<file path="src/sv/fsmr_pkg.sv">
// Shared types, command and status codes, and the initial graph for the FSM block.
`default_nettype none

package fsmr_pkg;

  // Request kinds carried on the input tuser.
  localparam logic [2:0] CMD_STEP       = 3'd0;
  localparam logic [2:0] CMD_SET_EDGE   = 3'd1;
  localparam logic [2:0] CMD_LIST       = 3'd2;
  localparam logic [2:0] CMD_DELETE_ONE = 3'd3;
  localparam logic [2:0] CMD_DELETE_ALL = 3'd4;

  // Result status codes carried on the output tuser.
  localparam logic [2:0] ST_OK              = 3'd0;
  localparam logic [2:0] ST_NO_GARBAGE      = 3'd1;
  localparam logic [2:0] ST_REFUSED         = 3'd2;
  localparam logic [2:0] ST_NOT_LOCATED     = 3'd3;
  localparam logic [2:0] ST_NOTHING_DELETED = 3'd4;
  localparam logic [2:0] ST_BAD_TARGET      = 3'd5;

  // At most LAST_SLOT+1 garbage nodes are reported for one request.
  localparam logic [2:0] LAST_SLOT = 3'd7;

  // Edges of states A..H after reset: edge 0 ("last"), edge 1 ("next").
  localparam logic [2:0] INIT_EDGES [8][2] = '{
    '{3'd5, 3'd4}, '{3'd2, 3'd3}, '{3'd2, 3'd7}, '{3'd0, 3'd6},
    '{3'd6, 3'd2}, '{3'd1, 3'd3}, '{3'd4, 3'd1}, '{3'd5, 3'd0}
  };

  // Controller states.
  typedef enum logic [2:0] {
    S_IDLE,
    S_EDGE,
    S_POP,
    S_POP_WAIT,
    S_CHECK0,
    S_CHECK1,
    S_MARKED,
    S_SCAN
  } state_t;

endpackage

`default_nettype wire

</file>
<file path="src/sv/fsmr_edge_mem.sv">
// Edge table memory: one row of two successor edges per node, registered read.
`default_nettype none

module fsmr_edge_mem #(
  parameter int NODES = 8
) (
  input  wire logic                              clk,
  input  wire logic                              rst,
  input  wire logic                              re,
  input  wire logic [$clog2(NODES)-1:0]          raddr,
  input  wire logic                              we,
  input  wire logic [$clog2(NODES)-1:0]          waddr,
  input  wire logic [2*$clog2(NODES)-1:0]        wdata,
  output logic      [2*$clog2(NODES)-1:0]        rdata
);
  import fsmr_pkg::*;

  localparam int NW = $clog2(NODES);

  logic [2*NW-1:0] mem [NODES];
  logic [NODES-1:0] written;
  logic [2*NW-1:0] rd_data;
  logic [NW-1:0]   rd_addr;
  logic            rd_written;
  logic [2*NW-1:0] init_row [NODES];

  // Reset contents of every row, worked out at elaboration.
  for (genvar i = 0; i < NODES; i++) begin : g_init
    assign init_row[i] = {NW'(INIT_EDGES[i % 8][1] % NODES),
                          NW'(INIT_EDGES[i % 8][0] % NODES)};
  end

  // Storage array with registered read.
  always_ff @(posedge clk) begin
    if (we) begin
      mem[waddr] <= wdata;
    end
    if (re) begin
      rd_data <= mem[raddr];
      rd_addr <= raddr;
    end
  end

  // Per-row written flags; a row never written reads as its reset value.
  always_ff @(posedge clk) begin
    if (rst) begin
      written    <= '0;
      rd_written <= 1'b0;
    end else begin
      if (we) begin
        written[waddr] <= 1'b1;
      end
      if (re) begin
        rd_written <= written[raddr];
      end
    end
  end

  assign rdata = rd_written ? rd_data : init_row[rd_addr];

endmodule

`default_nettype wire

</file>
<file path="src/sv/fsmr_stack_mem.sv">
// Work stack memory for the reachability walk, registered read.
`default_nettype none

module fsmr_stack_mem #(
  parameter int NODES = 8
) (
  input  wire logic                       clk,
  input  wire logic                       re,
  input  wire logic [$clog2(NODES)-1:0]   raddr,
  input  wire logic                       we,
  input  wire logic [$clog2(NODES)-1:0]   waddr,
  input  wire logic [$clog2(NODES)-1:0]   wdata,
  output logic      [$clog2(NODES)-1:0]   rdata
);
  localparam int NW = $clog2(NODES);

  logic [NW-1:0] mem [NODES];

  // Storage array with registered read.
  always_ff @(posedge clk) begin
    if (we) begin
      mem[waddr] <= wdata;
    end
    if (re) begin
      rdata <= mem[raddr];
    end
  end

endmodule

`default_nettype wire

</file>
<file path="src/sv/programmable_fsm_reachability.sv">
// Programmable state machine with reachability marking and garbage deletion.
// Step and set-edge requests give their single result from the registered edge-table row.
// List and delete requests walk the graph: for each reachable node a stack read, an
// edge-table read and a check of each edge, then S_POP finds the stack empty, S_MARKED
// decides, then for a listing or delete-all with garbage a scan of the node indices,
// one per cycle but held on a garbage node while the output register is still full.
// Reset restores the initial graph A..H, all nodes live, and current state C.
`default_nettype none

module programmable_fsm_reachability #(
  parameter int NODES = 8
) (
  input  wire logic       clk,
  input  wire logic       rst,
  input  wire logic       s_axis_tvalid,
  output logic            s_axis_tready,
  input  wire logic [7:0] s_axis_tdata,   // edge_select[0], node[3:1], zero pad[7:4]
  input  wire logic [2:0] s_axis_tuser,   // command[2:0]
  output logic            m_axis_tvalid,
  input  wire logic       m_axis_tready,
  output logic      [7:0] m_axis_tdata,   // node_id[2:0], zero pad[7:3]
  output logic      [2:0] m_axis_tuser,   // status[2:0]
  output logic            m_axis_tlast    // last_result
);
  import fsmr_pkg::*;

  localparam int NW = $clog2(NODES);
  localparam logic [NW-1:0] CUR_RESET = NW'(2 % NODES);

  state_t state, state_next;

  // Request registers.
  logic [2:0] cmd_q;
  logic       sel_q;
  logic [2:0] node_q;

  // Graph state held in registers.
  logic [NW-1:0]    cur;
  logic [NODES-1:0] live;
  logic [NODES-1:0] reach;
  logic [NODES-1:0] gmask;
  logic [NW:0]      sp;
  logic [NW-1:0]    idx;
  logic [2:0]       cnt;

  // Output register.
  logic       out_valid;
  logic [2:0] out_id;
  logic [2:0] out_status;
  logic       out_last;

  // Memory ports.
  logic            e_re, e_we;
  logic [NW-1:0]   e_raddr, e_waddr;
  logic [2*NW-1:0] e_wdata, e_rdata;
  logic            k_re, k_we;
  logic [NW-1:0]   k_raddr, k_waddr, k_wdata, k_rdata;

  // Control strobes from the state machine.
  logic            out_free;
  logic            emit;
  logic [2:0]      emit_id;
  logic [2:0]      emit_status;
  logic            emit_last;
  logic            take;
  logic            mark_start;
  logic            cur_load;
  logic            sp_dec;
  logic            push;
  logic            del_one;
  logic            scan_start;
  logic            scan_adv;
  logic [NW-1:0]   step_t;
  logic [NW-1:0]   chk_t;
  logic [NW-1:0]   node_idx;
  logic            node_ok;
  logic [NODES-1:0] garbage;
  logic            more_garbage;

  fsmr_edge_mem #(.NODES(NODES)) u_edges (
    .clk   (clk),
    .rst   (rst),
    .re    (e_re),
    .raddr (e_raddr),
    .we    (e_we),
    .waddr (e_waddr),
    .wdata (e_wdata),
    .rdata (e_rdata)
  );

  fsmr_stack_mem #(.NODES(NODES)) u_stack (
    .clk   (clk),
    .re    (k_re),
    .raddr (k_raddr),
    .we    (k_we),
    .waddr (k_waddr),
    .wdata (k_wdata),
    .rdata (k_rdata)
  );

  // Helper values derived from the registered request and the edge row.
  assign out_free     = !out_valid || m_axis_tready;
  assign node_idx     = NW'(node_q);
  assign node_ok      = (32'(node_q) < NODES) && live[node_idx];
  assign step_t       = sel_q ? e_rdata[2*NW-1:NW] : e_rdata[NW-1:0];
  assign chk_t        = (state == S_CHECK1) ? e_rdata[2*NW-1:NW] : e_rdata[NW-1:0];
  assign garbage      = live & ~reach;
  assign more_garbage = ((gmask >> idx) >> 1) != '0;

  // Next state and control strobes.
  always_comb begin
    state_next    = state;
    s_axis_tready = 1'b0;
    emit          = 1'b0;
    emit_id       = '0;
    emit_status   = ST_OK;
    emit_last     = 1'b1;
    take          = 1'b0;
    mark_start    = 1'b0;
    cur_load      = 1'b0;
    sp_dec        = 1'b0;
    push          = 1'b0;
    del_one       = 1'b0;
    scan_start    = 1'b0;
    scan_adv      = 1'b0;
    e_re          = 1'b0;
    e_raddr       = cur;
    e_we          = 1'b0;
    e_waddr       = cur;
    e_wdata       = sel_q ? {node_idx, e_rdata[NW-1:0]} : {e_rdata[2*NW-1:NW], node_idx};
    k_re          = 1'b0;
    k_raddr       = NW'(sp - 1'b1);
    k_we          = 1'b0;
    k_waddr       = sp[NW-1:0];
    k_wdata       = chk_t;

    unique case (state) inside
      S_IDLE: begin
        s_axis_tready = 1'b1;
        if (s_axis_tvalid) begin
          take = 1'b1;
          unique case (s_axis_tuser) inside
            CMD_STEP, CMD_SET_EDGE: begin
              e_re       = 1'b1;
              state_next = S_EDGE;
            end
            CMD_LIST, CMD_DELETE_ONE, CMD_DELETE_ALL: begin
              // Seed the walk with the current state.
              k_we       = 1'b1;
              k_waddr    = '0;
              k_wdata    = cur;
              mark_start = 1'b1;
              state_next = S_POP;
            end
            default: state_next = S_IDLE;
          endcase
        end
      end

      S_EDGE: begin
        if (out_free) begin
          emit       = 1'b1;
          state_next = S_IDLE;
          if (cmd_q == CMD_STEP) begin
            if (live[step_t]) begin
              emit_id  = 3'(step_t);
              cur_load = 1'b1;
            end else begin
              emit_id     = 3'(cur);
              emit_status = ST_NOT_LOCATED;
            end
          end else begin
            emit_id = node_q;
            if (node_ok) begin
              e_we = 1'b1;
            end else begin
              emit_status = ST_BAD_TARGET;
            end
          end
        end
      end

      S_POP: begin
        if (sp == '0) begin
          state_next = S_MARKED;
        end else begin
          k_re       = 1'b1;
          sp_dec     = 1'b1;
          state_next = S_POP_WAIT;
        end
      end

      S_POP_WAIT: begin
        e_re       = 1'b1;
        e_raddr    = k_rdata;
        state_next = S_CHECK0;
      end

      S_CHECK0, S_CHECK1: begin
        // Push an edge target that is live and not yet marked.
        if (live[chk_t] && !reach[chk_t]) begin
          k_we = 1'b1;
          push = 1'b1;
        end
        state_next = (state == S_CHECK0) ? S_CHECK1 : S_POP;
      end

      S_MARKED: begin
        if (cmd_q == CMD_DELETE_ONE) begin
          if (out_free) begin
            emit       = 1'b1;
            emit_id    = node_q;
            state_next = S_IDLE;
            if (!node_ok) begin
              emit_status = ST_NOT_LOCATED;
            end else if (reach[node_idx]) begin
              emit_status = ST_REFUSED;
            end else begin
              del_one = 1'b1;
            end
          end
        end else if (garbage == '0) begin
          if (out_free) begin
            emit        = 1'b1;
            emit_status = (cmd_q == CMD_LIST) ? ST_NO_GARBAGE : ST_NOTHING_DELETED;
            state_next  = S_IDLE;
          end
        end else begin
          scan_start = 1'b1;
          state_next = S_SCAN;
        end
      end

      S_SCAN: begin
        if (gmask[idx]) begin
          if (out_free) begin
            emit      = 1'b1;
            emit_id   = 3'(idx);
            emit_last = (cnt == LAST_SLOT) || !more_garbage;
            if (emit_last) begin
              state_next = S_IDLE;
            end else begin
              scan_adv = 1'b1;
            end
          end
        end else begin
          scan_adv = 1'b1;
        end
      end

      default: state_next = S_IDLE;
    endcase
  end

  // State register.
  always_ff @(posedge clk) begin
    if (rst) begin
      state <= S_IDLE;
    end else begin
      state <= state_next;
    end
  end

  // Request capture.
  always_ff @(posedge clk) begin
    if (take) begin
      cmd_q  <= s_axis_tuser;
      sel_q  <= s_axis_tdata[0];
      node_q <= s_axis_tdata[3:1];
    end
  end

  // Graph state: current node, live and reach masks, stack pointer, scan position.
  always_ff @(posedge clk) begin
    if (rst) begin
      cur   <= CUR_RESET;
      live  <= '1;
      reach <= '0;
      gmask <= '0;
      sp    <= '0;
      idx   <= '0;
      cnt   <= '0;
    end else begin
      if (cur_load) begin
        cur <= step_t;
      end
      if (mark_start) begin
        reach <= NODES'(1) << cur;
        sp    <= (NW+1)'(1);
      end
      if (sp_dec) begin
        sp <= sp - 1'b1;
      end
      if (push) begin
        reach[chk_t] <= 1'b1;
        sp           <= sp + 1'b1;
      end
      if (del_one) begin
        live[node_idx] <= 1'b0;
      end
      if (scan_start) begin
        gmask <= garbage;
        idx   <= '0;
        cnt   <= '0;
        if (cmd_q == CMD_DELETE_ALL) begin
          live <= live & ~garbage;
        end
      end
      if (scan_adv) begin
        idx <= idx + 1'b1;
        if (emit) begin
          cnt <= cnt + 1'b1;
        end
      end
    end
  end

  // Output register: loads a result when the slot is free, clears when taken.
  always_ff @(posedge clk) begin
    if (rst) begin
      out_valid <= 1'b0;
    end else if (emit) begin
      out_valid <= 1'b1;
    end else if (m_axis_tready) begin
      out_valid <= 1'b0;
    end
  end

  always_ff @(posedge clk) begin
    if (emit) begin
      out_id     <= emit_id;
      out_status <= emit_status;
      out_last   <= emit_last;
    end
  end

  assign m_axis_tvalid = out_valid;
  assign m_axis_tdata  = {5'b0, out_id};
  assign m_axis_tuser  = out_status;
  assign m_axis_tlast  = out_last;

endmodule

`default_nettype wire

</file>
<file path="config.mk">
export PLATFORM = sky130hd
export DESIGN_NAME = programmable_fsm_reachability
export DESIGN_NICKNAME = d
export VERILOG_FILES = /design/src/sv/fsmr_pkg.sv /design/src/sv/fsmr_edge_mem.sv /design/src/sv/fsmr_stack_mem.sv /design/src/sv/programmable_fsm_reachability.sv
export SDC_FILE = /design/constraint.sdc
export NUM_CORES = 1
export LEC_CHECK = 0
export BUFFER_PORTS_ARGS = -buffer_cell sky130_fd_sc_hd__clkbuf_2
export CORE_MARGIN = 4
export CORE_UTILIZATION = 45
export CTS_CLUSTER_SIZE = 28
export DETAILED_ROUTE_END_ITERATION = 7
export PLACE_DENSITY = 0.58
export SLEW_MARGIN = 5
export SYNTH_ARGS = -nofsm -noshare
export SYNTH_HDL_FRONTEND = slang
export SYNTH_HIERARCHICAL = 1
export SYNTH_SLANG_ARGS = --single-unit
</file>
<file path="constraint.sdc">
create_clock -name clk -period 4.5 [get_ports clk]
set_clock_uncertainty 0.2 [all_clocks]
set_input_delay 0.675 -clock clk [delete_from_list [all_inputs] [get_ports clk]]
set_output_delay 0.675 -clock clk [all_outputs]
set_load 0.005 [all_outputs]
</file>
==> summary.md, run 1 <==
| Metric | Value |
|---|---|
| Fmax | `0.256 GHz` |
| Routed WL per cell | `19.7 µm` |
| Ys flop type | `edfxtp_1` |
| Setup Buffers After CTS | `0` |
| Vias | `4,983` |
| Distinct cell type count after synthesis | `61` |
| Synthesized area per cell | `11.8 µm²` |
| Yosys warns | `6` |
| Largest net degree at the start of global routing | `40` |
| Worst slew margin | `28.2%` |
| Part of the Yosys area used for sequential elements | `53.5%` |
| CTS buffer count | `17` |
| Hold Slack | `0.232 ns` |
| Site Rows | `46` |
| FILL cells | `1,440` |
| Post-Route WL | `17,100 µm` |
| Vias in the first global route | `4,848` |
| Synth area leader | `edfxtp_1` |
| Starting Density | `46.1%` |
| H-tree depth | `4` |
| Layout cells sized above 1 | `16.8%` |
| Floorplan Core Area | `16,000 µm²` |
| Period utilization | `86.7%` |
| Critical Path Source Type | `flop` |
| Setup Total Neg Slack | `0 ns` |
| Dpl cell area | `7650 µm²` |
| PortBufs | `19` |
| Via-per-instance ratio | `5.73` |
| Max IR drop VDD | `0.292 mV` |
| Gpl congestion | `0.884` |
| Flops & latches, synth | `148` |
| ANT cells | `0` |
| PwrDens | `510 nW/µm²` |
| Minimum clock period | `3.90 ns` |
| Post-CTS sizing | `0` |
| Clk slew on worst S/H paths | `0.06 ns` |
| Die Wd | `136 µm` |
| Drt first pass iters | `5` |
| Top cell type's share of synthesized area | `39.9%` |
| DRC Markers | `0` |
| CP Class | `reg -> reg` |
| Leak Pwr | `3.02 nW` |
| Die area | `18,500 µm²` |
| Area contributors post-synth | `edfxtp_1, dfxtp_1, mux4_1` |
| Max cap viols | `0` |
| Multi-input gate area | `3170 µm²` |
| Initial DRC count | `426` |
| Non-Filler Cell Area, Final | `8220 µm²` |
| Clock sink count | `148` |
| Clk root buf | `clkbuf_16` |
| Fraction of registers with async set/reset | `0%` |
| Detail Placement HPWL | `12,000 µm` |
| Peak fanout along the critical path | `11` |
| Hold-fix buffers, CTS | `0` |
| Longest Clk Path Bufs | `2` |
| Status | `complete, no violations` |
| Setup violators final | `0` |
| Clk_lat worst skew | `0.42 ns` |
| Slew Limit Fails | `0` |
| Hold crit path type | `in -> reg` |
| Final hold vios | `0` |
| First-pass GRT wire length | `27,300 µm` |
| Worst path arrival time | `3.78 ns` |
| CTS tree | `built` |
| Worst EP required | `4.38 ns` |
| Total grt overflow | `0` |
| Crit end category | `flop` |
| Die Ht | `136 µm` |
| Number of synthesized flops with an enable pin | `98` |
| Gr usage total | `19.5%` |
| Actual slew at the worst max-slew pin | `1.07 ns` |
| Ports | `29` |
| ANT nets after route | `0` |
| Register area | `3940 µm²` |
| Most common cell after layout, fill and taps aside | `edfxtp_1` |
| Final #Nets | `664` |
| Cells after Synth | `626` |
| Initial antenna violation count | `0` |
| Synth-to-Final Area Change | `11.5%` |
| Post-Syn Area | `7380 µm²` |
| Highest-count cells in the layout ignoring fill and taps | `edfxtp_1, nand2_1, dfxtp_1` |
| RSZ-0062 raised after global routing | `false` |
-- cells by family after synthesis --
group                    count (synthesis)  share of synthesized area (%)
AO/OA/AOI/OAI                          112                           9.60
adder cells (fa/ha/maj)                  8                           1.36
XOR/XNOR                                 1                          0.119
AND/OR/NAND/NOR                        214                           14.8
multiplexers                            83                           16.8
flip-flops                             148                           53.5
other                                    1                         0.0508
buffers and inverters                   59                           3.78
-- state kept, by name, indices dropped and copies added (netlist names), 4 cells and up --
name,cells
gmask,8
u_stack/mem,24
reach,8
u_edges/mem,48
sp,4
u_edges/written,8
u_edges/rd_data,6
live,8
-- metal layers --
layer	share of wire [%]	wire length, µm	global-route usage, %
met5	0	0	0
met4	1.3	227	6.44
met3	4.8	824	3.92
met2	46	7880	29.3
met1	48	8170	28.5
-- cells in the mapped netlist, types with 6 or more instances --
library cell,instances
a21o_1,6
a21oi_1,37
a221oi_1,6
clkbuf_1,32
dfxtp_1,50
edfxtp_1,98
ha_1,8
inv_1,17
mux2_2,33
mux2i_1,24
mux4_1,18
nand2_1,53
nand2b_1,20
nand3_1,20
nor2_1,48
nor2b_1,17
nor3_1,14
nor3b_1,6
nor4_1,6
o21ai_0,29
-- critical path, stage by stage, from the launching register on --
cell	delay (ns)
edfxtp_1	0.39
inv_1	0.08
ha_1	0.32
mux2i_1	0.12
o21ai_0	0.09
buf_4	0.19
nor3b_1	0.14
mux2_2	0.33
a211o_1	0.32
a221o_1	0.31
or3_4	0.44
nand2_1	0.14
nand2b_1	0.14
nor3_1	0.35
-- final timing paths --
kind	cells after the start	slack [ns]	end	from
worst max-delay path	13	0.60	u_stack/mem[0][1]	u_edges/rd_addr[0]
worst min-delay path	1	0.23	node_idx[2]	s_axis_tdata[3]
worst max register to register	13	0.60	u_stack/mem[0][1]	u_edges/rd_addr[0]
worst min register to register	2	0.28	u_edges/written[2]	u_edges/written[2]
-- per-stage QoR --
step / cells / total power (W) / setup WS (ns) / util [%]
2_1_floorplan: 630 / 0.00256 / 0.965 / -
3_3_place_gp: 838 / 0.00283 / 0.734 / 47.8
3_5_place_dp: 838 / 0.00287 / 0.628 / 47.8
4_1_cts: 870 / 0.00423 / 0.609 / 51.4
5_1_grt: 870 / 0.00441 / 0.360 / 51.4
6_report: 870 / 0.00420 / 0.598 / 51.4
-- where the power goes --
group | leakage [nW] | internal (W) | switching [W]
Clock | 0.276 | 0.000817 | 0.000530
Combinational | 1.45 | 0.000437 | 0.000611
Sequential | 1.29 | 0.00167 | 0.000130
-- area by class of cell --
class / instances / area share (%)
clock buffers: 24 / 5.98
clock inverters: 8 / 0.943
flip-flops and latches: 148 / 48.0
well taps: 216 / 3.29
multi-input cells: 423 / 38.5
inverters: 17 / 0.776
repair buffers: 34 / 2.53
Note: power is estimated with default switching activity, not from simulation.
==> inputs of run 2 (changes only) <==
--- a/config.mk
+++ b/config.mk
@@ -10,8 +10,7 @@
 export CORE_UTILIZATION = 45
 export CTS_CLUSTER_SIZE = 28
 export DETAILED_ROUTE_END_ITERATION = 7
-export PLACE_DENSITY = 0.58
-export SLEW_MARGIN = 5
+export PLACE_DENSITY = 0.64
 export SYNTH_ARGS = -nofsm -noshare
 export SYNTH_HDL_FRONTEND = slang
 export SYNTH_HIERARCHICAL = 1
==> run 2 against run 1 <==
Against the previous run: flip-flop and latch count is the same; final area grew 0.24%; final cell count shrank 0.11%; register-to-register slack lost 0.23 ns; critical endpoint is now u_stack/mem[4][1]; hold slack lost 0.0059 ns; largest power group unchanged; fmax shrank 5.5%; global-route usage shrank 0.41 points; via count grew 2.2%; clock-buffer cell count shrank 5; power grew 2.0%.
==> summary.md, run 2 (same netlist as run 1, synthesis figures left out) <==
| Metric | Value |
|---|---|
| Actual slew at the worst max-slew pin | `1.03 ns (-0.0463 ns)` |
| Vias | `5,093 (+2.2%)` |
| Largest net degree at the start of global routing | `41 (+2.5%)` |
| Minimum clock period | `4.13 ns (+0.228 ns)` |
| Post-Route WL | `16,900 µm (-1.3%)` |
| Longest Clk Path Bufs | `2 (unchanged)` |
| Vias in the first global route | `4,971 (+2.5%)` |
| CTS tree | `built` |
| Slowest CP cell | `o21ai_0` |
| Top Metal Used | `met4` |
| Non-Filler Cell Area, Final | `8240 µm² (+0.24%)` |
| Hold Crit Depth | `1 (unchanged)` |
| Starting Density | `46.1% (unchanged)` |
| Synth-to-Final Area Change | `11.8%` |
| Final #Nets | `663 (-0.15%)` |
| Die Wd | `136 µm (unchanged)` |
| Ports | `29 (unchanged)` |
| Max FFs per register | `48 (unchanged)` |
| Clock sink count | `148 (unchanged)` |
| WL met1 | `7670 µm (-6.1%)` |
| Most common cell after layout, fill and taps aside | `edfxtp_1` |
| Setup violators final | `0 (unchanged)` |
| RSZ-0062 raised after global routing | `false` |
| FILL cells | `1,396 (-3.1%)` |
| Hold-fix buffers, CTS | `0 (unchanged)` |
| CP Class | `reg -> reg` |
| Drt first pass iters | `6 (+1)` |
| Peak fanout along the critical path | `6 (-5)` |
| CP cell instances | `inv_1 > ha_1 > mux2i_1 > o21ai_0 > nor3b_1 > mux2_2 > a211o_1 > a221o_1 > or3_4 > nand2_1 > nand2_1 > nor3_1` |
| Site Rows | `46 (unchanged)` |
| First-pass GRT wire length | `27,000 µm (-1.4%)` |
| Die area | `18,500 µm² (unchanged)` |
| Hold crit path type | `in -> reg` |
| CTS buffer count | `17 (unchanged)` |
| Worst path arrival time | `4.01 ns (+0.23 ns)` |
| Detail Placement HPWL | `11,600 µm (-3.0%)` |
| Critical Path Source Type | `flop` |
| Die Ht | `136 µm (unchanged)` |
| Crit-path max cell delay | `0.59 ns (+0.15 ns)` |
| Leak Pwr | `3.03 nW (+0.41%)` |
| Total grt overflow | `0 (unchanged)` |
| ANT cells | `0 (unchanged)` |
| Layout cells sized above 1 | `16.8% (+0.026 points)` |
| Via-per-instance ratio | `5.86 (+2.3%)` |
| Routed WL per cell | `19.4 µm (-1.2%)` |
| Highest-count cells in the layout ignoring fill and taps | `edfxtp_1, nand2_1, dfxtp_1` |
| DRC Markers | `0 (unchanged)` |
| Gpl congestion | `0.865 (-2.1%)` |
| Met2 wire len | `7700 µm (-2.2%)` |
| Dpl cell area | `7650 µm² (about the same)` |
| Max cap viols | `0 (unchanged)` |
| Clk_lat worst skew | `0.42 ns (about the same)` |
| Slew Limit Fails | `0 (unchanged)` |
| Fmax | `0.242 GHz (-5.5%)` |
| Gr usage total | `19.1% (-0.41 points)` |
| Crit end category | `flop` |
| Floorplan Core Area | `16,000 µm² (unchanged)` |
| Critical Path Most Common Cell | `nand2_1` |
| Final hold vios | `0 (unchanged)` |
| Initial antenna violation count | `0 (unchanged)` |
| Worst slew margin | `31.3% (+3.1 points)` |
| H-tree depth | `4 (unchanged)` |
| Largest registers | `u_edges/mem x48, u_stack/mem x24` |
| Worst r2r src | `u_edges/rd_addr[1]` |
| Register area | `3940 µm² (unchanged)` |
| Worst r2r path cells | `12 (-1)` |
| Worst r2r dst | `u_stack/mem[4][1]` |
| R2r setup slk | `0.37 ns (-0.23 ns)` |
| Worst EP required | `4.38 ns (about the same)` |
| Setup Total Neg Slack | `0 ns (unchanged)` |
| PortBufs | `19 (unchanged)` |
| Status | `complete, no violations` |
| Clk slew on worst S/H paths | `0.06 ns (about the same)` |
| Period utilization | `91.8% (+5.1 points)` |
| PwrDens | `519 nW/µm² (+1.8%)` |
| Max IR drop VDD | `0.411 mV (+41%)` |
| HP Start | `s_axis_tdata[2]` |
| ANT nets after route | `0 (unchanged)` |
| Power, Total | `0.00428 W (+2.0%)` |
| Initial DRC count | `719 (+69%)` |
| Clk root buf | `clkbuf_16` |
| WHS Endpoint | `node_idx[1]` |
| Met3 wire length | `1200 µm (+45%)` |
| Multi-input gate area | `3170 µm² (unchanged)` |
| Top reg by flops | `u_edges/mem` |
run 2: metrics by stage:
stage | util (%) | worst slack (ns) | hold WS (ns) | std cells
2_1_floorplan | - | 0.965 | 0.240 | 630
3_3_place_gp | 47.8 | 0.538 | 0.250 | 837
3_5_place_dp | 47.8 | 0.384 | 0.258 | 837
4_1_cts | 51.5 | 0.314 | 0.210 | 869
5_1_grt | 51.5 | 0.136 | 0.207 | 869
6_report | 51.5 | 0.370 | 0.226 | 869
run 2: layer usage:
layer  track usage (%)  up-vias
met5                 0        -
met4              6.61        0
met3              5.29       28
met2              28.3      170
met1              27.0     2508
li1                  -     2387
run 2: area by class of cell:
type / instances / area share (%)
clock buffers: 19 / 5.25
clock inverters: 13 / 1.99
inverters: 17 / 0.774
multi-input cells: 423 / 38.4
flip-flops and latches: 148 / 47.8
well taps: 216 / 3.28
repair buffers: 33 / 2.43
run 2: worst max path at each step:
stage,start,to,slack (ns)
5_1_grt,u_edges/rd_addr[1],u_stack/mem[4][2],0.14
3_5_place_dp,u_edges/rd_addr[0],u_stack/mem[0][0],0.38
2_1_floorplan,u_edges/rd_addr[0],u_stack/mem[0][0],0.96
4_1_cts,u_edges/rd_addr[0],u_stack/mem[0][2],0.31
3_3_place_gp,u_edges/rd_addr[0],u_stack/mem[0][1],0.54
6_report,u_edges/rd_addr[1],u_stack/mem[4][1],0.37
run 2: power breakdown:
group / switching [W] / leakage [nW] / internal, W
clock: 0.000596 / 0.293 / 0.000838
sequential: 0.000116 / 1.29 / 0.00167
combinational: 0.000624 / 1.45 / 0.000437
total: 0.00134 / 3.03 / 0.00294
run 2: timing repair:
action / in CTS / in global routing
endpoints found under the hold margin: 0 / 0
buffers inserted: 0 / 0
setup endpoints to repair: 0 / 3
resized for setup: 0 / 1
run 2: worst max-delay path, delay by kind of cell, from the launching register on:
| family | cells | cell delay (ns) |
|---|---|---|
| AOI/OAI and AO/OA | 3 | 1.21 |
| adders and majority gates | 1 | 0.21 |
| buffers and inverters | 1 | 0.12 |
| DFF | 1 | 0.39 |
| muxes | 2 | 0.42 |
| and+or+nand+nor | 5 | 1.25 |
==> inputs of run 3 (changes only) <==
==> constraint.sdc (replaced) <==
create_clock -name clk -period 4.1 [get_ports clk]
set_clock_uncertainty 0.2 [all_clocks]
set_input_delay 0.615 -clock clk [delete_from_list [all_inputs] [get_ports clk]]
set_output_delay 0.615 -clock clk [all_outputs]
set_load 0.005 [all_outputs]
==> run 3 against run 2 <==
Against the previous run: sequential share of layout area decreased by 0.19 points; utilization rose by 0.20 points; via count is 1.4% higher; non-clock buffer count rose by 6; hold slack worse by 0.062 ns; critical path depth rose by 1; sequential power grew 9%; register-to-register slack got worse by 0.16 ns; first-iteration DRC count decreased by 24%; clock power increased by 6%; final area increased by 0.39%; power rose by 8.9%; critical endpoint is now u_stack/mem[4][2].
==> summary.md, run 3 (same netlist as run 1, synthesis figures left out) <==
| Metric | Value |
|---|---|
| H-tree depth | `4 (unchanged)` |
| Die area | `18,500 µm² (unchanged)` |
| ANT nets after route | `0 (unchanged)` |
| Actual slew at the worst max-slew pin | `1.07 ns (+0.0385 ns)` |
| Setup Total Neg Slack | `0 ns (unchanged)` |
| Critical Path Source Type | `flop` |
| Hold Slack | `0.164 ns (-0.0619 ns)` |
| Status | `complete, no violations` |
| RSZ-0062 raised after global routing | `false` |
| Gr usage total | `19.3% (+0.16 points)` |
| Worst r2r src | `u_edges/rd_addr[0]` |
| Total grt overflow | `0 (unchanged)` |
| Largest net degree at the start of global routing | `40 (-2.4%)` |
| Layout cells sized above 1 | `17.6% (+0.76 points)` |
| Drt first pass iters | `5 (-1)` |
| Post-CTS sizing | `0 (unchanged)` |
| Clk_lat worst skew | `0.43 ns (about the same)` |
| CTS buffer count | `17 (unchanged)` |
| Floorplan Core Area | `16,000 µm² (unchanged)` |
| Final hold vios | `0 (unchanged)` |
| Site Rows | `46 (unchanged)` |
| Vias in the first global route | `4,965 (-0.12%)` |
| CTS tree | `built` |
| R2r setup slk | `0.21 ns (-0.16 ns)` |
| Worst slew margin | `28.7% (-2.6 points)` |
| Largest registers | `u_edges/mem x48, u_stack/mem x24` |
| PwrDens | `563 nW/µm² (+8.4%)` |
| Ports | `29 (unchanged)` |
| Final #Nets | `669 (+0.90%)` |
| Via-per-instance ratio | `5.90 (+0.66%)` |
| Synth-to-Final Area Change | `12.2%` |
| Worst path arrival time | `3.77 ns (-0.24 ns)` |
| Fmax | `0.257 GHz (+6.3%)` |
| Peak fanout along the critical path | `6 (unchanged)` |
| Clk slew on worst S/H paths | `0.06 ns (about the same)` |
| Vias | `5,162 (+1.4%)` |
| Worst EP required | `3.99 ns (-0.39 ns)` |
| Starting Density | `46.1% (unchanged)` |
| FILL cells | `1,417 (+1.5%)` |
| Clk root buf | `clkbuf_16` |
| Power, Total | `0.00466 W (+8.9%)` |
| CP Class | `reg -> reg` |
| First-pass GRT wire length | `27,000 µm (+0.33%)` |
| Hold-fix buffers, CTS | `0 (unchanged)` |
| Final core occ | `51.7% (+0.20 points)` |
| Crit end category | `flop` |
| Most common cell after layout, fill and taps aside | `edfxtp_1` |
| Crit path launch | `u_edges/rd_addr[0]` |
| Post-Route WL | `17,100 µm (+1.5%)` |
| Initial DRC count | `547 (-24%)` |
| HP Start | `s_axis_tdata[3]` |
| Routed WL per cell | `19.6 µm (+0.79%)` |
| Die Ht | `136 µm (unchanged)` |
| WL met1 | `7810 µm (+1.9%)` |
| Hold crit path type | `in -> reg` |
| Period utilization | `94.8% (+3.0 points)` |
| Max FFs per register | `48 (unchanged)` |
| Longest Clk Path Bufs | `2 (unchanged)` |
| Top reg by flops | `u_edges/mem` |
| Setup Buffers After CTS | `0 (unchanged)` |
| Clock sink count | `148 (unchanged)` |
| Highest-count cells in the layout ignoring fill and taps | `edfxtp_1, nand2_1, dfxtp_1` |
| Setup violators final | `0 (unchanged)` |
| Met2 wire len | `7820 µm (+1.5%)` |
| Detail Placement HPWL | `12,100 µm (+3.8%)` |
| PortBufs | `19 (unchanged)` |
| Initial antenna violation count | `0 (unchanged)` |
| Max cap viols | `0 (unchanged)` |
| Met3 wire length | `1230 µm (+2.6%)` |
| Slew Limit Fails | `0 (unchanged)` |
| Gpl congestion | `0.878 (+1.5%)` |
| Die Wd | `136 µm (unchanged)` |
| ANT cells | `0 (unchanged)` |
| DRC Markers | `0 (unchanged)` |
| Minimum clock period | `3.89 ns (-0.244 ns)` |
| Max IR drop VDD | `0.399 mV (-2.9%)` |
| Leak Pwr | `3.05 nW (+0.63%)` |
| Top Metal Used | `met4` |
==> run 3: worst paths after layout <==
path,endpoint,cells past startpoint
worst max-delay path,u_stack/mem[4][2],13
worst min register to register,u_edges/written[2],2
worst max register to register,u_stack/mem[4][2],13
worst min-delay path,node_idx[2],1
==> run 3: worst max-delay path, cell delays in order, from the launching register on <==
cell and delay [ns]:
edfxtp_1 0.39, inv_1 0.08, ha_1 0.20, mux2_2 0.25
o21ai_0 0.41, buf_4 0.22, nand2_1 0.05, mux2i_1 0.26
a32oi_1 0.16, and4_1 0.29, or3_4 0.42, nand2_1 0.15
nand2_1 0.13, nor3_1 0.33
==> run 3: metal layers <==
metal | vias to the layer above | GRT usage, %
li1 | 2388 | -
met1 | 2544 | 27.9
met2 | 203 | 28.8
met3 | 27 | 4.63
met4 | 0 | 5.71
met5 | - | 0
==> run 3: final cells by class <==
cell class,instances,area [µm²],share of cell area [%]
Sequential cell,148,3940,47.6
Clock buffer,20,447,5.40
Timing Repair Buffer,39,245,2.96
Tap cell,216,270,3.27
Clock inverter,12,133,1.60
Inverter,17,63.8,0.771
Multi-Input combinational cell,423,3170,38.4
==> run 3: through the flow <==
stage	worst slack [ns]	cell area [µm²]	std cells
finish	0.214	8280	875
global route	0.0763	8280	875
CTS	0.185	8270	875
detailed placement	0.218	7690	843
global placement	0.394	7690	843
floorplan	0.565	7390	630
==> run 3: report_power, final <==
group	switching, W	internal [W]	total [W]	leakage (nW)
logic	0.000695	0.000501	0.00120	1.48
registers	0.000120	0.00183	0.00195	1.29
clock network	0.000599	0.000912	0.00151	0.278
total	0.00141	0.00325	0.00466	3.05
